### config.mk
export PLATFORM = sky130hd
export DESIGN_NAME = ghosted_mesh_address_unit_core
export DESIGN_NICKNAME = d
export VERILOG_FILES = /design/src/hw/rtl/gmau_pkg.sv /design/src/hw/rtl/ghosted_mesh_address_unit_core.sv /design/src/hw/rtl/gmau_axis.sv
export VERILOG_INCLUDE_DIRS = /design/src /design/src/hw/rtl
export SDC_FILE = /design/constraint.sdc
export NUM_CORES = 1
export LEC_CHECK = 0
export BUFFER_PORTS_ARGS = -buffer_cell sky130_fd_sc_hd__buf_2
export CAP_MARGIN = 20
export CELL_PAD_IN_SITES_DETAIL_PLACEMENT = 0
export CELL_PAD_IN_SITES_GLOBAL_PLACEMENT = 1
export CORE_MARGIN = 2
export CORE_UTILIZATION = 38
export CTS_BUF_LIST = sky130_fd_sc_hd__clkbuf_2
export DETAILED_ROUTE_END_ITERATION = 10
export PLACE_DENSITY_LB_ADDON = 0.1
export SETUP_SLACK_MARGIN = 0.5
export SYNTH_ARGS = -nofsm -noshare
export SYNTH_HDL_FRONTEND = slang
export SYNTH_HIERARCHICAL = 1
export SYNTH_SLANG_ARGS = --single-unit
### constraint.sdc
create_clock -name clk -period 15.3 [get_ports clk]
set_input_delay 4.59 -clock clk [delete_from_list [all_inputs] [get_ports clk]]
set_output_delay 4.59 -clock clk [all_outputs]
set_load 0.01 [all_outputs]
### src/hw/rtl/assert_macros.svh
// Assertion macros shared by the address unit RTL.
`ifndef ASSERT_MACROS_SVH
`define ASSERT_MACROS_SVH
`ifndef NO_ASSERTIONS
`define ASSERT_IMPLIES(lbl, clk, rst_n, ante, cons, msg) \
	lbl: assert property (@(posedge clk) disable iff (!rst_n) (ante) |-> (cons)) else $error(msg);
`define ASSERT_NEVER(lbl, clk, rst_n, cond, msg) \
	lbl: assert property (@(posedge clk) disable iff (!rst_n) !(cond)) else $error(msg);
`else
`define ASSERT_IMPLIES(lbl, clk, rst_n, ante, cons, msg)
`define ASSERT_NEVER(lbl, clk, rst_n, cond, msg)
`endif
`endif

### src/hw/rtl/gmau_pkg.sv
// Types and codes shared by the ghosted mesh address unit.
`timescale 1ns / 1ps
`default_nettype none
package gmau_pkg;

	localparam int unsigned AXES      = 3;
	localparam int unsigned MAX_SIDE  = 64;
	localparam int unsigned MAX_GHOST = 8;

	localparam logic [2:0] ACT_STORAGE_INDEX   = 3'd0;
	localparam logic [2:0] ACT_INTERIOR_TO_STO = 3'd1;
	localparam logic [2:0] ACT_STORAGE_TO_INT  = 3'd2;
	localparam logic [2:0] ACT_FACE_INDEX      = 3'd3;
	localparam logic [2:0] ACT_INTERIOR_TEST   = 3'd4;

	localparam logic [2:0] ST_OK           = 3'd0;
	localparam logic [2:0] ST_OUT_OF_RANGE = 3'd1;
	localparam logic [2:0] ST_NOT_INTERIOR = 3'd2;
	localparam logic [2:0] ST_BAD_NORMAL   = 3'd3;
	localparam logic [2:0] ST_BAD_CONFIG   = 3'd4;

	localparam logic [1:0] CFG_DIMENSION_COUNT = 2'd0;
	localparam logic [1:0] CFG_CELLS_PER_SIDE  = 2'd1;
	localparam logic [1:0] CFG_GHOST_WIDTH     = 2'd2;

	localparam logic [1:0] NORMAL_INVALID = 2'd3;

	// Per-axis evaluation of one item's coordinate.
	typedef struct packed {
		logic [7:0] extent;
		logic       in_range;
		logic [6:0] conv;
		logic       interior;
	} axis_res_t;

endpackage
`default_nettype wire

### src/hw/rtl/ghosted_mesh_address_unit_core.sv
// Top level of the ghosted mesh address unit.
// Takes one item per cycle while in_stall is low and returns one result per item: the item
// is registered, the per-axis checks and the two axis products are registered next, and
// the final multiply-add for the linear index feeds the result register. A stalled result
// holds the whole pipeline, so in_stall follows out_stall while a result waits.
// Configuration writes are always ready and must only be made while the unit is idle.
`timescale 1ns / 1ps
`default_nettype none
`include "assert_macros.svh"
module ghosted_mesh_address_unit_core (
	input  wire logic              clk,
	input  wire logic              arst_n,
	input  wire logic              cfg_valid,
	output logic                   cfg_ready,
	input  wire logic [1:0]        cfg_index,
	input  wire logic [6:0]        cfg_data,
	input  wire logic              in_valid,
	output logic                   in_stall,
	input  wire logic [2:0]        action,
	input  wire logic signed [7:0] coord_x,
	input  wire logic signed [7:0] coord_y,
	input  wire logic signed [7:0] coord_z,
	input  wire logic [1:0]        face_normal,
	output logic                   out_valid,
	input  wire logic              out_stall,
	output logic [18:0]            linear_index,
	output logic [6:0]             out_x,
	output logic [6:0]             out_y,
	output logic [6:0]             out_z,
	output logic                   is_interior,
	output logic [2:0]             status
);
	import gmau_pkg::*;

	logic [1:0] dimension_count_q;
	logic [6:0] cells_per_side_q;
	logic [3:0] ghost_width_q;

	logic       en;
	logic       valid_s1;
	logic [2:0] action_s1;
	logic [7:0] coord_s1 [AXES];
	logic [1:0] normal_s1;

	axis_res_t  ares [AXES];
	logic [AXES-1:0] in_range;
	logic [AXES-1:0] interior;
	logic       cfg_ok;
	logic       normal_bad;

	logic [2:0] status_n;
	logic [6:0] conv_n [AXES];
	logic       inside_n;
	logic       lin_en;
	logic [15:0] p_y;
	logic [15:0] p_xy;

	logic        valid_s2;
	logic [2:0]  status_s2;
	logic [6:0]  conv_s2 [AXES];
	logic        inside_s2;
	logic [7:0]  x_s2;
	logic [7:0]  z_s2;
	logic [15:0] p_y_s2;
	logic [15:0] p_xy_s2;
	logic [23:0] z_prod;
	logic [18:0] lin_n;

	logic        valid_s3;
	logic [18:0] lin_s3;
	logic [6:0]  conv_s3 [AXES];
	logic        inside_s3;
	logic [2:0]  status_s3;

	// Configuration registers.
	assign cfg_ready = 1'b1;
	always_ff @(posedge clk or negedge arst_n) begin
		if (!arst_n) begin
			dimension_count_q <= 2'd3;
			cells_per_side_q  <= 7'd8;
			ghost_width_q     <= 4'd2;
		end else if (cfg_valid && cfg_ready) begin
			unique case (cfg_index)
				CFG_DIMENSION_COUNT: dimension_count_q <= cfg_data[1:0];
				CFG_CELLS_PER_SIDE:  cells_per_side_q  <= cfg_data;
				CFG_GHOST_WIDTH:     ghost_width_q     <= cfg_data[3:0];
				default: ;
			endcase
		end
	end

	// The pipeline moves as a whole whenever the result register can take a new result.
	assign en       = !valid_s3 || !out_stall;
	assign in_stall = !en;

	always_ff @(posedge clk or negedge arst_n) begin
		if (!arst_n) begin
			valid_s1 <= 1'b0;
			valid_s2 <= 1'b0;
			valid_s3 <= 1'b0;
		end else if (en) begin
			valid_s1 <= in_valid;
			valid_s2 <= valid_s1;
			valid_s3 <= valid_s2;
		end
	end

	always_ff @(posedge clk) begin
		if (en) begin
			action_s1   <= action;
			coord_s1[0] <= coord_x;
			coord_s1[1] <= coord_y;
			coord_s1[2] <= coord_z;
			normal_s1   <= face_normal;
		end
	end

	for (genvar a = 0; a < AXES; a++) begin : g_axis
		gmau_axis u_axis (
			.action    (action_s1),
			.coord     (coord_s1[a]),
			.active    (dimension_count_q > 2'(a)),
			.is_normal (normal_s1 == 2'(a)),
			.side      (cells_per_side_q),
			.ghost     (ghost_width_q),
			.res       (ares[a])
		);
		assign in_range[a] = ares[a].in_range;
		assign interior[a] = ares[a].interior;
	end

	assign cfg_ok = (dimension_count_q != 2'd0) && (32'(dimension_count_q) <= AXES) &&
	                (cells_per_side_q >= 7'd2) && (32'(cells_per_side_q) <= MAX_SIDE) &&
	                !cells_per_side_q[0] && (32'(ghost_width_q) <= MAX_GHOST);
	assign normal_bad = (normal_s1 == NORMAL_INVALID) || (normal_s1 >= dimension_count_q);

	always_comb begin
		status_n = ST_OK;
		inside_n = 1'b0;
		lin_en   = 1'b0;
		for (int a = 0; a < AXES; a++) begin
			conv_n[a] = 7'd0;
		end
		if (!cfg_ok) begin
			status_n = ST_BAD_CONFIG;
		end else begin
			unique case (action_s1)
				ACT_STORAGE_INDEX: begin
					if (!(&in_range)) status_n = ST_OUT_OF_RANGE;
					else lin_en = 1'b1;
				end
				ACT_INTERIOR_TO_STO: begin
					if (!(&in_range)) begin
						status_n = ST_OUT_OF_RANGE;
					end else begin
						for (int a = 0; a < AXES; a++) conv_n[a] = ares[a].conv;
					end
				end
				ACT_STORAGE_TO_INT: begin
					if (!(&interior)) begin
						status_n = ST_NOT_INTERIOR;
					end else begin
						for (int a = 0; a < AXES; a++) conv_n[a] = ares[a].conv;
						inside_n = 1'b1;
					end
				end
				ACT_FACE_INDEX: begin
					if (normal_bad) status_n = ST_BAD_NORMAL;
					else if (!(&in_range)) status_n = ST_OUT_OF_RANGE;
					else lin_en = 1'b1;
				end
				ACT_INTERIOR_TEST: begin
					inside_n = &interior;
				end
				default: begin
					status_n = ST_OUT_OF_RANGE;
				end
			endcase
		end
	end

	assign p_y  = coord_s1[1] * ares[0].extent;
	assign p_xy = ares[0].extent * ares[1].extent;

	// Zeroed terms make the linear index come out as zero where it does not apply.
	always_ff @(posedge clk) begin
		if (en) begin
			status_s2 <= status_n;
			inside_s2 <= inside_n;
			conv_s2   <= conv_n;
			x_s2      <= lin_en ? coord_s1[0] : 8'd0;
			z_s2      <= lin_en ? coord_s1[2] : 8'd0;
			p_y_s2    <= lin_en ? p_y : 16'd0;
			p_xy_s2   <= p_xy;
		end
	end

	assign z_prod = z_s2 * p_xy_s2;
	assign lin_n  = 19'(z_prod + {8'b0, p_y_s2} + {16'b0, x_s2});

	always_ff @(posedge clk) begin
		if (en) begin
			lin_s3    <= lin_n;
			conv_s3   <= conv_s2;
			inside_s3 <= inside_s2;
			status_s3 <= status_s2;
		end
	end

	assign out_valid    = valid_s3;
	assign linear_index = lin_s3;
	assign out_x        = conv_s3[0];
	assign out_y        = conv_s3[1];
	assign out_z        = conv_s3[2];
	assign is_interior  = inside_s3;
	assign status       = status_s3;

	`ASSERT_IMPLIES(a_err_zero, clk, arst_n, out_valid && (status != ST_OK), (linear_index == 19'd0) && (out_x == 7'd0) && (out_y == 7'd0) && (out_z == 7'd0) && !is_interior, "error result carries nonzero fields")
	`ASSERT_IMPLIES(a_inside_ok, clk, arst_n, out_valid && is_interior, status == ST_OK, "interior flag set on an error result")
	`ASSERT_IMPLIES(a_stall_cause, clk, arst_n, in_stall, out_valid && out_stall, "input stalled without a waiting result")
	`ASSERT_IMPLIES(a_flow, clk, arst_n, valid_s2 && !in_stall, ##1 out_valid, "item lost between stage two and the result register")

endmodule
`default_nettype wire

### src/hw/rtl/gmau_axis.sv
// Range, interior and conversion logic for one mesh axis.
`timescale 1ns / 1ps
`default_nettype none
module gmau_axis (
	input  wire logic [2:0]          action,
	input  wire logic [7:0]          coord,
	input  wire logic                active,
	input  wire logic                is_normal,
	input  wire logic [6:0]          side,
	input  wire logic [3:0]          ghost,
	output gmau_pkg::axis_res_t      res
);
	import gmau_pkg::*;

	logic [7:0] storage_ext;
	logic [7:0] interior_ext;
	logic [7:0] face_ext;
	logic [7:0] ext;
	logic [7:0] ghost_w;
	logic [7:0] ghost_end;
	logic [7:0] plus_g;
	logic [7:0] minus_g;
	logic       nonneg;
	logic [6:0] conv;

	assign nonneg       = !coord[7];
	assign ghost_w      = {4'b0, ghost};
	assign storage_ext  = active ? ({1'b0, side} + {3'b0, ghost, 1'b0}) : 8'd1;
	assign interior_ext = active ? {1'b0, side} : 8'd1;
	assign face_ext     = interior_ext + {7'b0, is_normal};
	assign ghost_end    = ghost_w + {1'b0, side};
	assign plus_g       = coord + ghost_w;
	assign minus_g      = coord - ghost_w;

	always_comb begin
		if (action == ACT_FACE_INDEX) begin
			ext = face_ext;
		end else if (action == ACT_INTERIOR_TO_STO) begin
			ext = interior_ext;
		end else begin
			ext = storage_ext;
		end
	end

	always_comb begin
		if (!active) begin
			conv = 7'd0;
		end else if (action == ACT_INTERIOR_TO_STO) begin
			conv = plus_g[6:0];
		end else begin
			conv = minus_g[6:0];
		end
	end

	assign res.extent   = ext;
	assign res.in_range = nonneg && (coord < ext);
	// An inactive axis only holds the single cell at zero.
	assign res.interior = active ? (nonneg && (coord >= ghost_w) && (coord < ghost_end))
	                             : (coord == 8'd0);
	assign res.conv     = conv;

endmodule
`default_nettype wire

==> metrics.cfg <==
[sta]
whs_ps = 448
max_slew.worst_pin.slew_ps = 912
tns_ps = 0
relSlewSlack = 0.375
fin_ws_ps = 5280
fin_crit_sh = 0.655
fmax_mhz = 99.8
finalHoldViolations = 0
setup_viol = 0
fin_skew_ps = 65.0
finalCriticalPeriod_ps = 10020
rsz0062_at_grt = false
slew_violations = 0

[synth]
synth_nets = 2275
netlist_instances = 1832
yosysWarnings = 6
mappedNetlistArea_um2 = 18300
synth.avg_cell_area_um2 = 9.96

[floorplanning]
design.die.area_um2 = 49800
core_um2 = 47500
die_h_um = 223
start_util = 0.384
placementRows = 80
design.portCount = 90
die_w_um = 223

[drt]
vias = 12800
wire_per_inst_um = 17.5
ant_nets = 0
detail_route.iter0.violations = 595
wirelength_mm = 44.6
post-route-drc-count = 0
via_per_inst = 5.05
drtPass1Iterations = 4

[final_layout]
final_common_cell = inv_1
final_cells = 2540
area_growth_pct = 7.37
finalNetCount = 2354
n_fill_cell = 4758
drive_above_1_share = 0.0998
layout_common_cells = inv_1 (265), ha_1 (222), nand2_1 (181), fa_1 (178), and2_1 (152)

[setup_path]
path_class = primary input to output pin
path_max_fanout = 33
worstSetupEndpointType = output pin
crit_top_cell = buf_2
cp.required_ps = 10710
r2r-end = p_xy_s2[15]
r2r.worst_path.cells = 23
r2r_setup_slack_ps = 7790
cp_slowest_stage_delay_ps = 350
r2r_start = dimension_count_q[1]
cp_slowest_cell = nand2_4
cp_data_arrival_time_ps = 5430
cp_cell_sequence = buf_2 > nand2_4 > inv_1 > buf_2
crit_path_start_kind = primary input

[hold_path]
hp-start = status_s2[1]
hold_end = status[1]
hold_class = register to register
holdPathStages = 0

[global_routing]
grt_pass1_vias = 13000
grt_pass1_wl_mm = 71.9
track_usage = 0.187
globalRouteOverflowTotal = 0
antenna_found_initial = 2
grt_max_degree = 69

[clocking]
htreeDepth = 4
cts_tree = done
cts_num_sinks = 162
cts_buffers = 17
cts_resized = 0
cts-root-buf = clkbuf_2
clk_latency_ps = 1000
cts_setup_buffers = 0
cts_buffer_depth = 2
cts.clk_slew.worst_paths_ps = 210
postCtsHoldBufs = 0

[power]
power_density_nw_per_um2 = 185
finalPower_w = 0.00362
p_leak_nw = 9.26
peakVddDrop_mv = 0.0887

[place]
hpwlAfterDp_mm = 35.1
place_ws_ps = 5250
dp.cells = 2507
io_buffers = 88
gp_congestion = 0.814

[run_status]
status = complete, no violations

[job]
maxCapViolCount = 0

-- power by group --
group	switching (W)	internal, W
Clock	0.000178	0.0000783
Combinational	0.00144	0.00112
Sequential	0.000130	0.000676
Total	0.00175	0.00187
-- state kept, by name (all words and copies together) (netlist names), 8 cells and up --
| signal | flops |
|---|---|
| coord_s1 | 24 |
| p_y_s2 | 16 |
| conv_s2 | 21 |
| x_s2 | 8 |
| linear_index | 19 |
| z_s2 | 8 |
| p_xy_s2 | 16 |
-- how the worst max path moves through the flow --
stage	startpoint	endpoint	slack (ps)	depth (start not counted)
final	out_stall	in_stall	5280	4
after global routing	out_stall	in_stall	5210	4
after detailed placement	out_stall	in_stall	5250	4
after CTS	out_stall	in_stall	5260	4
after floorplan	out_stall	in_stall	2540	2
after global placement	out_stall	in_stall	5270	4
-- worst max-delay path, delay by kind of cell --
| kind | cells | cell delay (ps) |
|---|---|---|
| buffers and inverters | 3 | 470 |
| AND/OR/NAND/NOR | 1 | 350 |
-- final cells by class --
cell class	count	area [um^2]	share of cell area
multi-input cells	1362	12200	0.625
repair buffers	103	553	0.0282
flip-flops and latches	162	4790	0.244
inverters	265	995	0.0508
diodes	2	5.00	0.000255
clock buffers	18	90.1	0.00460
clock inverters	13	149	0.00760
well taps	615	769	0.0393
-- per-stage QoR --
stage / utilization / instance area [um^2]
finish: 0.412 / 19600
global route: 0.412 / 19600
CTS: 0.412 / 19600
detailed placement: 0.407 / 19400
global placement: 0.407 / 19400
floorplan: - / 18300
-- routing by layer --
layer	GRT usage	up-vias	routed length, um
met5	0	-	0
met4	0.0565	0	780
met3	0.0250	42	997
met2	0.301	165	20400
met1	0.263	6345	22400
li1	-	6282	-
Note: power is estimated with default switching activity, not from simulation.
